[src/design/psh_pkg.sv]
// Package for the parity split heap sorter.
// Holds shared constants, controller states, datapath commands and status.
// No dependencies.
`default_nettype none

package psh_pkg;

    localparam int CAPACITY_DEF    = 32;
    localparam int VALUE_WIDTH_DEF = 16;
    localparam int FIELD_WIDTH     = 16;

    localparam logic GRP_ODD  = 1'b0;
    localparam logic GRP_EVEN = 1'b1;

    typedef enum logic [4:0] {
        ST_IDLE,
        ST_GRP_INIT,
        ST_BLD_CHK,
        ST_BLD_RD,
        ST_BLD_X,
        ST_SIFT_L,
        ST_SIFT_R,
        ST_SIFT_CMP,
        ST_SIFT_END,
        ST_SORT_INIT,
        ST_SORT_CHK,
        ST_SW_RD0,
        ST_SW_RD1,
        ST_SW_WR,
        ST_EM_INIT,
        ST_EM_OUT,
        ST_GRP_END
    } t_state;

    typedef enum logic [4:0] {
        OP_NOP,
        OP_LOAD,
        OP_GRP_INIT,
        OP_BLD_RD,
        OP_X_RD,
        OP_READ_L,
        OP_READ_R,
        OP_MOVE,
        OP_SIFT_END,
        OP_SORT_INIT,
        OP_SW_RD0,
        OP_SW_RD1,
        OP_SW_WR,
        OP_EM_INIT,
        OP_EM_OUT,
        OP_GRP_NEXT,
        OP_CLEAR
    } t_dp_op;

    typedef struct packed {
        t_dp_op op;
    } t_dp_cmd;

    typedef struct packed {
        logic k_zero;
        logic k_le1;
        logic n_zero;
        logic leaf;
        logic stop;
        logic last_emit;
        logic grp_even;
    } t_dp_stat;

endpackage

`default_nettype wire

[src/design/psh_ctrl.sv]
// Controller state machine of the parity split heap sorter.
// Sequences load, heap build, sort and emit per group; uses psh_pkg.
`default_nettype none

module psh_ctrl (
    input  wire logic              i_clk,
    input  wire logic              i_rst_n,
    input  wire logic              i_start,
    input  wire logic              i_final_item,
    input  wire psh_pkg::t_dp_stat i_stat,
    output psh_pkg::t_dp_cmd       o_cmd,
    output logic                   o_busy
);

    psh_pkg::t_state r_state, n_state;
    logic            r_sorting, n_sorting;

    always_ff @(posedge i_clk) begin
        if (!i_rst_n) begin
            r_state   <= psh_pkg::ST_IDLE;
            r_sorting <= 1'b0;
        end else begin
            r_state   <= n_state;
            r_sorting <= n_sorting;
        end
    end

    always_comb begin
        n_state   = r_state;
        n_sorting = r_sorting;
        unique case (r_state)
            psh_pkg::ST_IDLE: begin
                if (i_start && i_final_item) n_state = psh_pkg::ST_GRP_INIT;
            end
            psh_pkg::ST_GRP_INIT: begin
                n_sorting = 1'b0;
                n_state   = psh_pkg::ST_BLD_CHK;
            end
            psh_pkg::ST_BLD_CHK: begin
                n_state = i_stat.k_zero ? psh_pkg::ST_SORT_INIT : psh_pkg::ST_BLD_RD;
            end
            psh_pkg::ST_BLD_RD:   n_state = psh_pkg::ST_BLD_X;
            psh_pkg::ST_BLD_X:    n_state = psh_pkg::ST_SIFT_L;
            psh_pkg::ST_SIFT_L: begin
                n_state = i_stat.leaf ? psh_pkg::ST_SIFT_END : psh_pkg::ST_SIFT_R;
            end
            psh_pkg::ST_SIFT_R:   n_state = psh_pkg::ST_SIFT_CMP;
            psh_pkg::ST_SIFT_CMP: begin
                n_state = i_stat.stop ? psh_pkg::ST_SIFT_END : psh_pkg::ST_SIFT_L;
            end
            psh_pkg::ST_SIFT_END: begin
                n_state = r_sorting ? psh_pkg::ST_SORT_CHK : psh_pkg::ST_BLD_CHK;
            end
            psh_pkg::ST_SORT_INIT: begin
                n_sorting = 1'b1;
                n_state   = psh_pkg::ST_SORT_CHK;
            end
            psh_pkg::ST_SORT_CHK: begin
                n_state = i_stat.k_le1 ? psh_pkg::ST_EM_INIT : psh_pkg::ST_SW_RD0;
            end
            psh_pkg::ST_SW_RD0:   n_state = psh_pkg::ST_SW_RD1;
            psh_pkg::ST_SW_RD1:   n_state = psh_pkg::ST_SW_WR;
            psh_pkg::ST_SW_WR:    n_state = psh_pkg::ST_SIFT_L;
            psh_pkg::ST_EM_INIT: begin
                n_state = i_stat.n_zero ? psh_pkg::ST_GRP_END : psh_pkg::ST_EM_OUT;
            end
            psh_pkg::ST_EM_OUT: begin
                if (i_stat.last_emit) n_state = psh_pkg::ST_GRP_END;
            end
            psh_pkg::ST_GRP_END: begin
                n_state = i_stat.grp_even ? psh_pkg::ST_IDLE : psh_pkg::ST_GRP_INIT;
            end
            default: n_state = psh_pkg::ST_IDLE;
        endcase
    end

    always_comb begin
        o_cmd.op = psh_pkg::OP_NOP;
        o_busy   = 1'b1;
        unique case (r_state)
            psh_pkg::ST_IDLE: begin
                o_busy = 1'b0;
                if (i_start) o_cmd.op = psh_pkg::OP_LOAD;
            end
            psh_pkg::ST_GRP_INIT:  o_cmd.op = psh_pkg::OP_GRP_INIT;
            psh_pkg::ST_BLD_CHK:   o_cmd.op = psh_pkg::OP_NOP;
            psh_pkg::ST_BLD_RD:    o_cmd.op = psh_pkg::OP_BLD_RD;
            psh_pkg::ST_BLD_X:     o_cmd.op = psh_pkg::OP_X_RD;
            psh_pkg::ST_SIFT_L: begin
                if (!i_stat.leaf) o_cmd.op = psh_pkg::OP_READ_L;
            end
            psh_pkg::ST_SIFT_R:    o_cmd.op = psh_pkg::OP_READ_R;
            psh_pkg::ST_SIFT_CMP: begin
                if (!i_stat.stop) o_cmd.op = psh_pkg::OP_MOVE;
            end
            psh_pkg::ST_SIFT_END:  o_cmd.op = psh_pkg::OP_SIFT_END;
            psh_pkg::ST_SORT_INIT: o_cmd.op = psh_pkg::OP_SORT_INIT;
            psh_pkg::ST_SORT_CHK:  o_cmd.op = psh_pkg::OP_NOP;
            psh_pkg::ST_SW_RD0:    o_cmd.op = psh_pkg::OP_SW_RD0;
            psh_pkg::ST_SW_RD1:    o_cmd.op = psh_pkg::OP_SW_RD1;
            psh_pkg::ST_SW_WR:     o_cmd.op = psh_pkg::OP_SW_WR;
            psh_pkg::ST_EM_INIT: begin
                if (!i_stat.n_zero) o_cmd.op = psh_pkg::OP_EM_INIT;
            end
            psh_pkg::ST_EM_OUT:    o_cmd.op = psh_pkg::OP_EM_OUT;
            psh_pkg::ST_GRP_END: begin
                o_cmd.op = i_stat.grp_even ? psh_pkg::OP_CLEAR : psh_pkg::OP_GRP_NEXT;
            end
            default:               o_cmd.op = psh_pkg::OP_NOP;
        endcase
    end

endmodule

`default_nettype wire

[src/design/psh_dp.sv]
// Datapath of the parity split heap sorter: group store memory, counts,
// sift-down registers and result registers. Driven by psh_ctrl; uses psh_pkg.
`default_nettype none

module psh_dp #(
    parameter int CAPACITY    = psh_pkg::CAPACITY_DEF,
    parameter int VALUE_WIDTH = psh_pkg::VALUE_WIDTH_DEF
) (
    input  wire logic                          i_clk,
    input  wire logic                          i_rst_n,
    input  wire psh_pkg::t_dp_cmd              i_cmd,
    input  wire logic [psh_pkg::FIELD_WIDTH-1:0] i_value,
    output psh_pkg::t_dp_stat                  o_stat,
    output logic                               o_valid,
    output logic [psh_pkg::FIELD_WIDTH-1:0]    o_sorted_value,
    output logic                               o_group,
    output logic                               o_group_end,
    output logic                               o_batch_end,
    output logic                               o_overflowed
);

    localparam int FW    = psh_pkg::FIELD_WIDTH;
    localparam int AW    = $clog2(CAPACITY);
    localparam int CW    = $clog2(CAPACITY + 1);
    localparam int LW    = AW + 2;
    localparam int KW    = (VALUE_WIDTH < FW) ? VALUE_WIDTH : FW;
    localparam int DEPTH = 2 * (2 ** AW);

    logic [VALUE_WIDTH-1:0] mem [DEPTH];

    logic [CW-1:0]          r_cnt_odd, r_cnt_even;
    logic                   r_ovf, r_grp, r_out_valid;
    logic [CW-1:0]          r_n, r_hn, r_k;
    logic [AW-1:0]          r_at;
    logic [VALUE_WIDTH-1:0] r_x, r_lv, r_t, r_rdata;
    logic [FW-1:0]          r_out_value;
    logic                   r_out_group, r_out_gend, r_out_bend, r_out_ovf;

    logic                   w_in_grp, w_full;
    logic [CW-1:0]          w_in_cnt, w_cur_cnt, w_km1, w_kp1;
    logic [VALUE_WIDTH-1:0] w_in_val;
    logic [LW-1:0]          w_l, w_r;
    logic                   w_has_r, w_left_big, w_right_big;
    logic [VALUE_WIDTH-1:0] w_bv;
    logic [AW-1:0]          w_big;
    logic                   w_we, w_re;
    logic [AW:0]            w_waddr, w_raddr;
    logic [VALUE_WIDTH-1:0] w_wdata;

    assign w_in_val  = VALUE_WIDTH'(i_value[KW-1:0]);
    assign w_in_grp  = ~i_value[0];
    assign w_in_cnt  = w_in_grp ? r_cnt_even : r_cnt_odd;
    assign w_full    = (w_in_cnt == CW'(CAPACITY));
    assign w_cur_cnt = r_grp ? r_cnt_even : r_cnt_odd;
    assign w_km1     = r_k - 1'b1;
    assign w_kp1     = r_k + 1'b1;

    assign w_l     = {1'b0, r_at, 1'b0} | LW'(1);
    assign w_r     = w_l + LW'(1);
    assign w_has_r = (w_r < LW'(r_hn));

    always_comb begin
        w_left_big  = (r_lv > r_x);
        w_bv        = w_left_big ? r_lv : r_x;
        w_right_big = w_has_r && (r_rdata > w_bv);
        w_big       = r_at;
        if (w_left_big) w_big = w_l[AW-1:0];
        if (w_right_big) begin
            w_big = w_r[AW-1:0];
            w_bv  = r_rdata;
        end
    end

    assign o_stat.k_zero    = (r_k == '0);
    assign o_stat.k_le1     = (r_k <= CW'(1));
    assign o_stat.n_zero    = (r_n == '0);
    assign o_stat.leaf      = !(w_l < LW'(r_hn));
    assign o_stat.stop      = !(w_left_big || w_right_big);
    assign o_stat.last_emit = (w_kp1 == r_n);
    assign o_stat.grp_even  = r_grp;

    always_comb begin
        w_we    = 1'b0;
        w_re    = 1'b0;
        w_waddr = {r_grp, r_at};
        w_raddr = {r_grp, r_at};
        w_wdata = r_x;
        unique case (i_cmd.op)
            psh_pkg::OP_LOAD: begin
                w_we    = !w_full;
                w_waddr = {w_in_grp, w_in_cnt[AW-1:0]};
                w_wdata = w_in_val;
            end
            psh_pkg::OP_BLD_RD: begin
                w_re    = 1'b1;
                w_raddr = {r_grp, w_km1[AW-1:0]};
            end
            psh_pkg::OP_READ_L: begin
                w_re    = 1'b1;
                w_raddr = {r_grp, w_l[AW-1:0]};
            end
            psh_pkg::OP_READ_R: begin
                w_re    = 1'b1;
                w_raddr = {r_grp, w_r[AW-1:0]};
            end
            psh_pkg::OP_MOVE: begin
                w_we    = 1'b1;
                w_wdata = w_bv;
            end
            psh_pkg::OP_SIFT_END: begin
                w_we    = 1'b1;
            end
            psh_pkg::OP_SW_RD0: begin
                w_re    = 1'b1;
                w_raddr = {r_grp, AW'(0)};
            end
            psh_pkg::OP_SW_RD1: begin
                w_re    = 1'b1;
                w_raddr = {r_grp, w_km1[AW-1:0]};
            end
            psh_pkg::OP_SW_WR: begin
                w_we    = 1'b1;
                w_waddr = {r_grp, w_km1[AW-1:0]};
                w_wdata = r_t;
            end
            psh_pkg::OP_EM_INIT: begin
                w_re    = 1'b1;
                w_raddr = {r_grp, AW'(0)};
            end
            psh_pkg::OP_EM_OUT: begin
                w_re    = 1'b1;
                w_raddr = {r_grp, w_kp1[AW-1:0]};
            end
            default: begin
                w_we = 1'b0;
                w_re = 1'b0;
            end
        endcase
    end

    always_ff @(posedge i_clk) begin
        if (w_we) mem[w_waddr] <= w_wdata;
        if (w_re) r_rdata <= mem[w_raddr];
    end

    always_ff @(posedge i_clk) begin
        if (!i_rst_n) begin
            r_cnt_odd   <= '0;
            r_cnt_even  <= '0;
            r_ovf       <= 1'b0;
            r_grp       <= psh_pkg::GRP_ODD;
            r_out_valid <= 1'b0;
        end else begin
            r_out_valid <= (i_cmd.op == psh_pkg::OP_EM_OUT);
            unique case (i_cmd.op)
                psh_pkg::OP_LOAD: begin
                    if (w_full) begin
                        r_ovf <= 1'b1;
                    end else if (w_in_grp) begin
                        r_cnt_even <= CW'(r_cnt_even + 1'b1);
                    end else begin
                        r_cnt_odd <= CW'(r_cnt_odd + 1'b1);
                    end
                end
                psh_pkg::OP_GRP_NEXT: r_grp <= psh_pkg::GRP_EVEN;
                psh_pkg::OP_CLEAR: begin
                    r_grp      <= psh_pkg::GRP_ODD;
                    r_cnt_odd  <= '0;
                    r_cnt_even <= '0;
                    r_ovf      <= 1'b0;
                end
                default: r_grp <= r_grp;
            endcase
        end
    end

    always_ff @(posedge i_clk) begin
        unique case (i_cmd.op)
            psh_pkg::OP_GRP_INIT: begin
                r_n  <= w_cur_cnt;
                r_hn <= w_cur_cnt;
                r_k  <= w_cur_cnt >> 1;
            end
            psh_pkg::OP_BLD_RD:   r_at <= w_km1[AW-1:0];
            psh_pkg::OP_X_RD:     r_x  <= r_rdata;
            psh_pkg::OP_READ_R:   r_lv <= r_rdata;
            psh_pkg::OP_MOVE:     r_at <= w_big;
            psh_pkg::OP_SIFT_END: r_k  <= w_km1;
            psh_pkg::OP_SORT_INIT: r_k <= r_n;
            psh_pkg::OP_SW_RD1:   r_t  <= r_rdata;
            psh_pkg::OP_SW_WR: begin
                r_x  <= r_rdata;
                r_at <= '0;
                r_hn <= w_km1;
            end
            psh_pkg::OP_EM_INIT:  r_k  <= '0;
            psh_pkg::OP_EM_OUT: begin
                r_k         <= w_kp1;
                r_out_value <= FW'(r_rdata[KW-1:0]);
                r_out_group <= r_grp;
                r_out_gend  <= o_stat.last_emit;
                r_out_bend  <= o_stat.last_emit && (r_grp || (r_cnt_even == '0));
                r_out_ovf   <= r_ovf;
            end
            default: r_at <= r_at;
        endcase
    end

    assign o_valid        = r_out_valid;
    assign o_sorted_value = r_out_value;
    assign o_group        = r_out_group;
    assign o_group_end    = r_out_gend;
    assign o_batch_end    = r_out_bend;
    assign o_overflowed   = r_out_ovf;

endmodule

`default_nettype wire

[src/design/parity_split_heap_sorter.sv]
// A value that is not final is stored in the cycle it is taken, one per cycle while idle.
// After the final value, each group is heap sorted in place through one read and one
// write port of the store memory, with n/2 + n - 1 sifts per group; a group then streams
// one result per cycle. Results cannot be stalled. Synchronous reset clears counts, the
// overflow flag and the controller; store contents are left as they are.
`default_nettype none

module parity_split_heap_sorter #(
    parameter int CAPACITY    = psh_pkg::CAPACITY_DEF,
    parameter int VALUE_WIDTH = psh_pkg::VALUE_WIDTH_DEF
) (
    input  wire logic                            i_clk,
    input  wire logic                            i_rst_n,
    input  wire logic                            start,
    output logic                                 busy,
    input  wire logic [psh_pkg::FIELD_WIDTH-1:0] i_value,
    input  wire logic                            i_final_item,
    output logic                                 o_valid,
    output logic [psh_pkg::FIELD_WIDTH-1:0]      o_sorted_value,
    output logic                                 o_group,
    output logic                                 o_group_end,
    output logic                                 o_batch_end,
    output logic                                 o_overflowed
);

    psh_pkg::t_dp_cmd  w_cmd;
    psh_pkg::t_dp_stat w_stat;

    psh_ctrl u_ctrl (
        .i_clk        (i_clk),
        .i_rst_n      (i_rst_n),
        .i_start      (start),
        .i_final_item (i_final_item),
        .i_stat       (w_stat),
        .o_cmd        (w_cmd),
        .o_busy       (busy)
    );

    psh_dp #(
        .CAPACITY    (CAPACITY),
        .VALUE_WIDTH (VALUE_WIDTH)
    ) u_dp (
        .i_clk          (i_clk),
        .i_rst_n        (i_rst_n),
        .i_cmd          (w_cmd),
        .i_value        (i_value),
        .o_stat         (w_stat),
        .o_valid        (o_valid),
        .o_sorted_value (o_sorted_value),
        .o_group        (o_group),
        .o_group_end    (o_group_end),
        .o_batch_end    (o_batch_end),
        .o_overflowed   (o_overflowed)
    );

endmodule

`default_nettype wire

[config.mk]
export PLATFORM = sky130hd
export DESIGN_NAME = parity_split_heap_sorter
export DESIGN_NICKNAME = d
export VERILOG_FILES = /design/src/design/psh_pkg.sv /design/src/design/psh_ctrl.sv /design/src/design/psh_dp.sv /design/src/design/parity_split_heap_sorter.sv
export SDC_FILE = /design/constraint.sdc
export NUM_CORES = 2
export LEC_CHECK = 0
export BUFFER_PORTS_ARGS = -buffer_cell sky130_fd_sc_hd__buf_2
export CORE_MARGIN = 3
export CORE_UTILIZATION = 35
export DETAILED_ROUTE_END_ITERATION = 16
export PLACE_DENSITY = 0.59
export SYNTH_ARGS = -nofsm -noshare
export SYNTH_HDL_FRONTEND = slang
export SYNTH_HIERARCHICAL = 1
export SYNTH_SLANG_ARGS = --single-unit
[constraint.sdc]
create_clock -name i_clk -period 8.6 [get_ports i_clk]
set_input_delay 0.43 -clock i_clk [delete_from_list [all_inputs] [get_ports i_clk]]
set_output_delay 0.43 -clock i_clk [all_outputs]
set_load 0.02 [all_outputs]
# After elaboration in Yosys (flattened, before gate mapping)
# Memories as Yosys holds them, arrays and structs flattened. A register that Yosys moved wholly into a read port is not among the register bits.
# Cells that the tools add are included.
[op_classes]
addsub = 5
order_cmp = 5
eq_ne = 41
muxes = 43
bitwise_logic = 1
reduce_logical = 27
[ops]
columns = ["cell", "count"]
rows = [
  ["$eq 5x4->1 const B", 16],
  ["$pmux 5 s16", 1],
  ["$pmux 5 s15", 1],
  ["$pmux 16 s3", 1],
  ["$pmux 6 s2", 4],
  ["$eq 5x3->1 const B", 8],
  ["$mux 6", 6],
  ["$gt 16x16->1", 2],
  ["$mux 16", 2],
  ["$mux 5", 6],
  ["$pmux 6 s5", 1],
  ["$pmux 5 s5", 1],
  ["$eq 5x2->1 const B", 4],
  ["$mux 4", 5],
  ["$add 6x1->6 const B", 3],
  ["$logic_not 6->1", 3],
  ["$pmux 5 s3", 1],
  ["$eq 5x1->1 const B", 2],
  ["$eq 5x5->1 const B", 2],
  ["$mux 3", 3],
  ["$pmux 1 s2", 4],
  ["$reduce_bool 2->1", 4],
  ["$reduce_or 2->1", 4],
  ["$add 6x1->7 const B", 1],
  ["21 further kinds", 37],
]
[word_totals]
ff_bits = 112
mem_bits_rw = 1024
n_memories = 1
[memory_table]
columns = ["memory", "depth", "word_bits", "rd", "rd_clocked_by_memory_dff", "write_ports", "line", "rtl"]
rows = [
  ["u_dp.mem", 64, 16, 1, 1, 1, "psh_dp.sv:29", "logic [VALUE_WIDTH-1:0] mem [DEPTH];"],
]

# Logic depth before layout (Yosys ltp)
[logic_depth]
ltp_word = 12
ltp_mapped = 36
ltp_nobuf = 31

# Cells and area by module
# Netlist, hierarchy kept.
[modules_own_cells]
columns = ["module", "instances", "cells_each", "area_each_um2"]
rows = [
  ["psh_dp", 1, 3103, 47430.5],
  ["psh_ctrl", 1, 96, 703.2],
]

# Worst setup path after synthesis
# Ideal clock, no wire load.
[synth_timing]
kind = "register to register"
startpoint = "reg u_dp.r_x[9]"
endpoint = "mem u_dp/mem[0][12] in the netlist's numbering (data pin)"
setup_time_ns = 0.567
t_arrival_ns = 7.324
path_slack_ns = 0.709
stages_incl_launch_ff = 30
path_cell_list = "edfxtp_1 -> inv_1 -> ha_1 -> a21o_1 -> a21o_1 -> a21oi_1 -> nor2_1 -> a211oi_1 -> o21ai_0 -> nand3_1 -> clkbuf_1 -> mux2i_1 -> ha_1 -> a21o_1 -> a21o_1 -> a21o_1 -> a21o_1 -> a21o_1 -> a31oi_1 -> a21o_1 -> and2_1 -> o32a_1 -> o21ai_1 -> buf_2 -> clkbuf_1 -> nand3b_1 -> nor2_1 -> clkbuf_1 -> nand2_1 -> o221ai_1"
[synth_lines]
columns = ["element", "line", "rtl"]
rows = [
  ["start: declaration", "psh_dp.sv:35", "logic [VALUE_WIDTH-1:0] r_x, r_lv, r_t, r_rdata;"],
  ["start signal: assignment", "psh_dp.sv:185", "psh_pkg::OP_X_RD: r_x <= r_rdata;"],
  ["start signal: assignment", "psh_dp.sv:192", "r_x <= r_rdata;"],
  ["end: declaration", "psh_dp.sv:29", ""],
]

==> results.py <==
metrics = {
    "route": {
        "drt-vias-per-instance": 5.67,
        "drc": 0,
        "drt_pass1_iterations": 6,
        "routed_wl_um": 142000,
        "detail-route-antenna-nets": 0,
        "wl_per_cell_um": 27.1,
        "vias": 29600,
        "drt_iter0_drc": 3762,
    },
    "grt": {
        "use_met1": 0.272,
        "grt_remaining_overflow": 0,
        "antenna_found_initial": 6,
        "grt_pass1_wl_um": 202000,
        "first_global_vias": 28500,
        "top_usage_layer": "met2",
        "grtUsageMet3": 0.0338,
        "groute.usage.overall": 0.192,
        "use_met2": 0.297,
        "grt_max_degree": 131,
    },
    "timing": {
        "grt_setup_unrepaired": "yes",
        "period_needed_ns": 8.18,
        "finalCritPeriodShare": 0.951,
        "setup_viol": 0,
        "relSlewSlack": 0.119,
        "setup_slack_ns": 0.422,
        "worstMarginPinSlew_ns": 1.32,
        "fmax_mhz": 122,
        "hold_ws_ns": 0.135,
        "hold_viol": 0,
        "drv_slew": 0,
        "fin_skew_ns": 0.0340,
    },
    "power_and_ir_drop": {
        "p_leak_nw": 18.9,
        "vdd_ir_drop_max_uv": 278,
        "p_per_area_mw_per_mm2": 368,
        "p_total_w": 0.0205,
    },
    "synth": {
        "yosys-top-cells-area": "edfxtp_1 71%, mux2i_1 3.2%, nand2_1 3.2%",
        "ys_seq_area_frac": 0.714,
        "synth_edf_count": 1131,
        "synth.net_count": 3269,
        "synth_cell_types": 73,
        "syn_inst": 3199,
        "yosysMostFrequentCell": "edfxtp_1",
        "yosys-top-cells-count": "1,131 x edfxtp_1, 410 x nand2_1, 172 x nand3_1, 154 x mux2i_1, 141 x clkbuf_1",
        "yosys.area.top_type": "edfxtp_1",
        "syn_avg_cell_area_um2": 15.0,
        "yosys_warnings": 6,
        "synth.cell_area_mm2": 0.0481,
        "ys_ff_latch": 1152,
        "ys.flop_type": "edfxtp_1",
        "synthArstFlopShare": 0,
        "netlist.area_leader.share": 0.706,
    },
    "place": {
        "io_buffers": 41,
        "place_congestion": 0.882,
        "place_inst": 4995,
        "post-dp-hpwl_um": 85300,
        "dp_slack_ns": 0.107,
    },
    "floorplan": {
        "die_area_mm2": 0.142,
        "coreArea_mm2": 0.136,
        "placementRows": 135,
        "start_util": 0.354,
        "die-width_um": 377,
        "ioPinCount": 42,
        "die_h_um": 377,
    },
    "worst_setup_path": {
        "start_kind": "register",
        "end_kind": "register",
        "critPathMaxFanout": 32,
        "critPathKind": "register to register",
        "required_ns": 9.07,
        "cp_common_cell": "a21o_1",
        "critPathTopFamily": "compound AO/OA/AOI/OAI gates",
        "slowest_delay_ns": 0.65,
        "path_buf_inv": 5,
        "cpMaxStageDelayCell": "a2111oi_1",
        "critPathArrivalTime_ns": 8.65,
    },
    "clock_network": {
        "tritoncts.num_buffers": 117,
        "clk_latency_ns": 0.72,
        "cts.sinks": 1152,
        "clockBufferDepth": 3,
        "clk_pin_slew_worst_paths_ns": 0.06,
        "cts_root_buffer": "clkbuf_16",
        "cts_tree": "built",
        "htree_levels": 3,
    },
    "finish": {
        "fin_nets": 3419,
        "area_delta_synth_final_pct": 15.8,
        "drive_gt1_frac": 0.157,
        "final_cells": 5225,
        "finish.utilization": 0.410,
    },
    "outcome": {
        "status": "completed",
    },
    "flow_run": {
        "cap_violations": 0,
    },
    "hold_path": {
        "hold_path_class": "primary input to register",
    },
}
-- worst reg2reg max path: cells and delay by family, from the launching register on --
family          cells  cell delay (ns)
fa+ha+maj           2             0.60
mux                 1             0.27
buf+inv             5             1.00
simple gates        9             2.16
compound gates     16             3.53
flops               1             0.38
-- stage by stage --
| step | instance area [µm²] | setup TNS, ns |
|---|---|---|
| 2_1_floorplan | 48100 | 0 |
| 5_1_grt | 55700 | -0.0163 |
| 6_report | 55700 | 0 |
| 3_3_place_gp | 51600 | 0 |
| 3_5_place_dp | 51600 | 0 |
| 4_1_cts | 55400 | 0 |
-- where the power goes --
| group | switching (W) | total (W) | internal [W] |
|---|---|---|---|
| combinational | 0.00543 | 0.00768 | 0.00225 |
| clock | 0.00215 | 0.00515 | 0.00300 |
| sequential | 0.000199 | 0.00767 | 0.00747 |
| total | 0.00778 | 0.0205 | 0.0127 |
-- path summary, 6_finish.rpt --
path,from,endpoint,slack [ns],cells past startpoint
worst max register to register,u_dp/r_x[9]$_DFFE_PP_,u_dp/r_rdata[11]$_DFFE_PP_,0.42,33
worst min register to register,u_dp/r_ovf$_SDFFE_PN0P_,u_dp/o_overflowed$_DFFE_PP_,0.49,0
worst max-delay path,u_dp/r_x[9]$_DFFE_PP_,u_dp/r_rdata[11]$_DFFE_PP_,0.42,33
worst min-delay path,i_rst_n,u_dp/r_grp$_SDFFE_PN0P_,0.14,3
-- logic make-up (layout without fill, tap and decap cells) --
kind of cell	count (synthesis)	count (layout)	share of synthesized area
AO/OA/AOI/OAI	534	534	0.0865
XOR/XNOR	30	30	0.00546
adder cells (fa/ha/maj)	50	50	0.0130
buffers and inverters	258	499	0.0239
flip-flops	1152	1152	0.714
multiplexers	225	225	0.0636
other	0	2	0
AND/OR/NAND/NOR	950	952	0.0933
-- timing repair --
action,in CTS,in global routing
setup endpoints to repair,0,142
gates resized for setup,0,29
buffers inserted,0,10
hold buffers,0,0
-- sequential cells by signal, summed over array words and instances (netlist names) --
signal,flops
u_dp/r_t,16
u_dp/o_batch_end,1
u_dp/r_lv,16
u_dp/r_k,6
u_dp/r_rdata,16
u_dp/r_grp,1
u_dp/r_hn,6
u_dp/mem,1024
u_dp/o_valid,1
u_dp/o_group_end,1
u_ctrl/r_sorting,1
u_ctrl/r_state,5
u_dp/r_cnt_even,6
u_dp/o_group,1
u_dp/r_x,16
u_dp/r_cnt_odd,6
u_dp/o_sorted_value,16
u_dp/o_overflowed,1
u_dp/r_n,6
u_dp/r_at,5
u_dp/r_ovf,1
-- layout make-up --
class                      instances  area, µm²
fill                           12200      80200
sequential                      1152      34400
multi-input combinational       1791      13100
clock buffer                     146       3110
tap                             1781       2230
timing repair buffer             245       2050
clock inverter                    66        727
inverter                          42        158
antenna                            2       5.00
-- per-layer routing --
layer	part of all wire	vias to the layer above
li1	-	12900
met1	0.42	15200
met2	0.46	1324
met3	0.090	229
met4	0.037	0
met5	0	-
-- cells in the final DEF, fill, tap and decap left out, types with 21 or more instances in the layout --
| cell type | Yosys | final |
|---|---|---|
| clkbuf_16 | 0 | 123 |
| o221ai_1 | 49 | 29 |
| o21ai_0 | 41 | 41 |
| inv_1 | 42 | 42 |
| nand3_1 | 172 | 170 |
| and3_1 | 118 | 118 |
| edfxtp_1 | 1131 | 1131 |
| a21oi_1 | 33 | 33 |
| clkbuf_1 | 141 | 24 |
| mux4_2 | 64 | 64 |
| a211oi_1 | 100 | 99 |
| a221o_1 | 51 | 51 |
| buf_2 | 38 | 41 |
| ha_1 | 50 | 50 |
| a32o_1 | 35 | 35 |
| mux2i_1 | 154 | 154 |
| buf_4 | 19 | 180 |
| nand2_1 | 410 | 410 |
| o21a_1 | 44 | 44 |
| a31oi_1 | 50 | 48 |
| clkinv_1 | 0 | 26 |
| nor2_1 | 121 | 114 |
| dfxtp_1 | 21 | 21 |
Power figures use the tool's default switching activity.
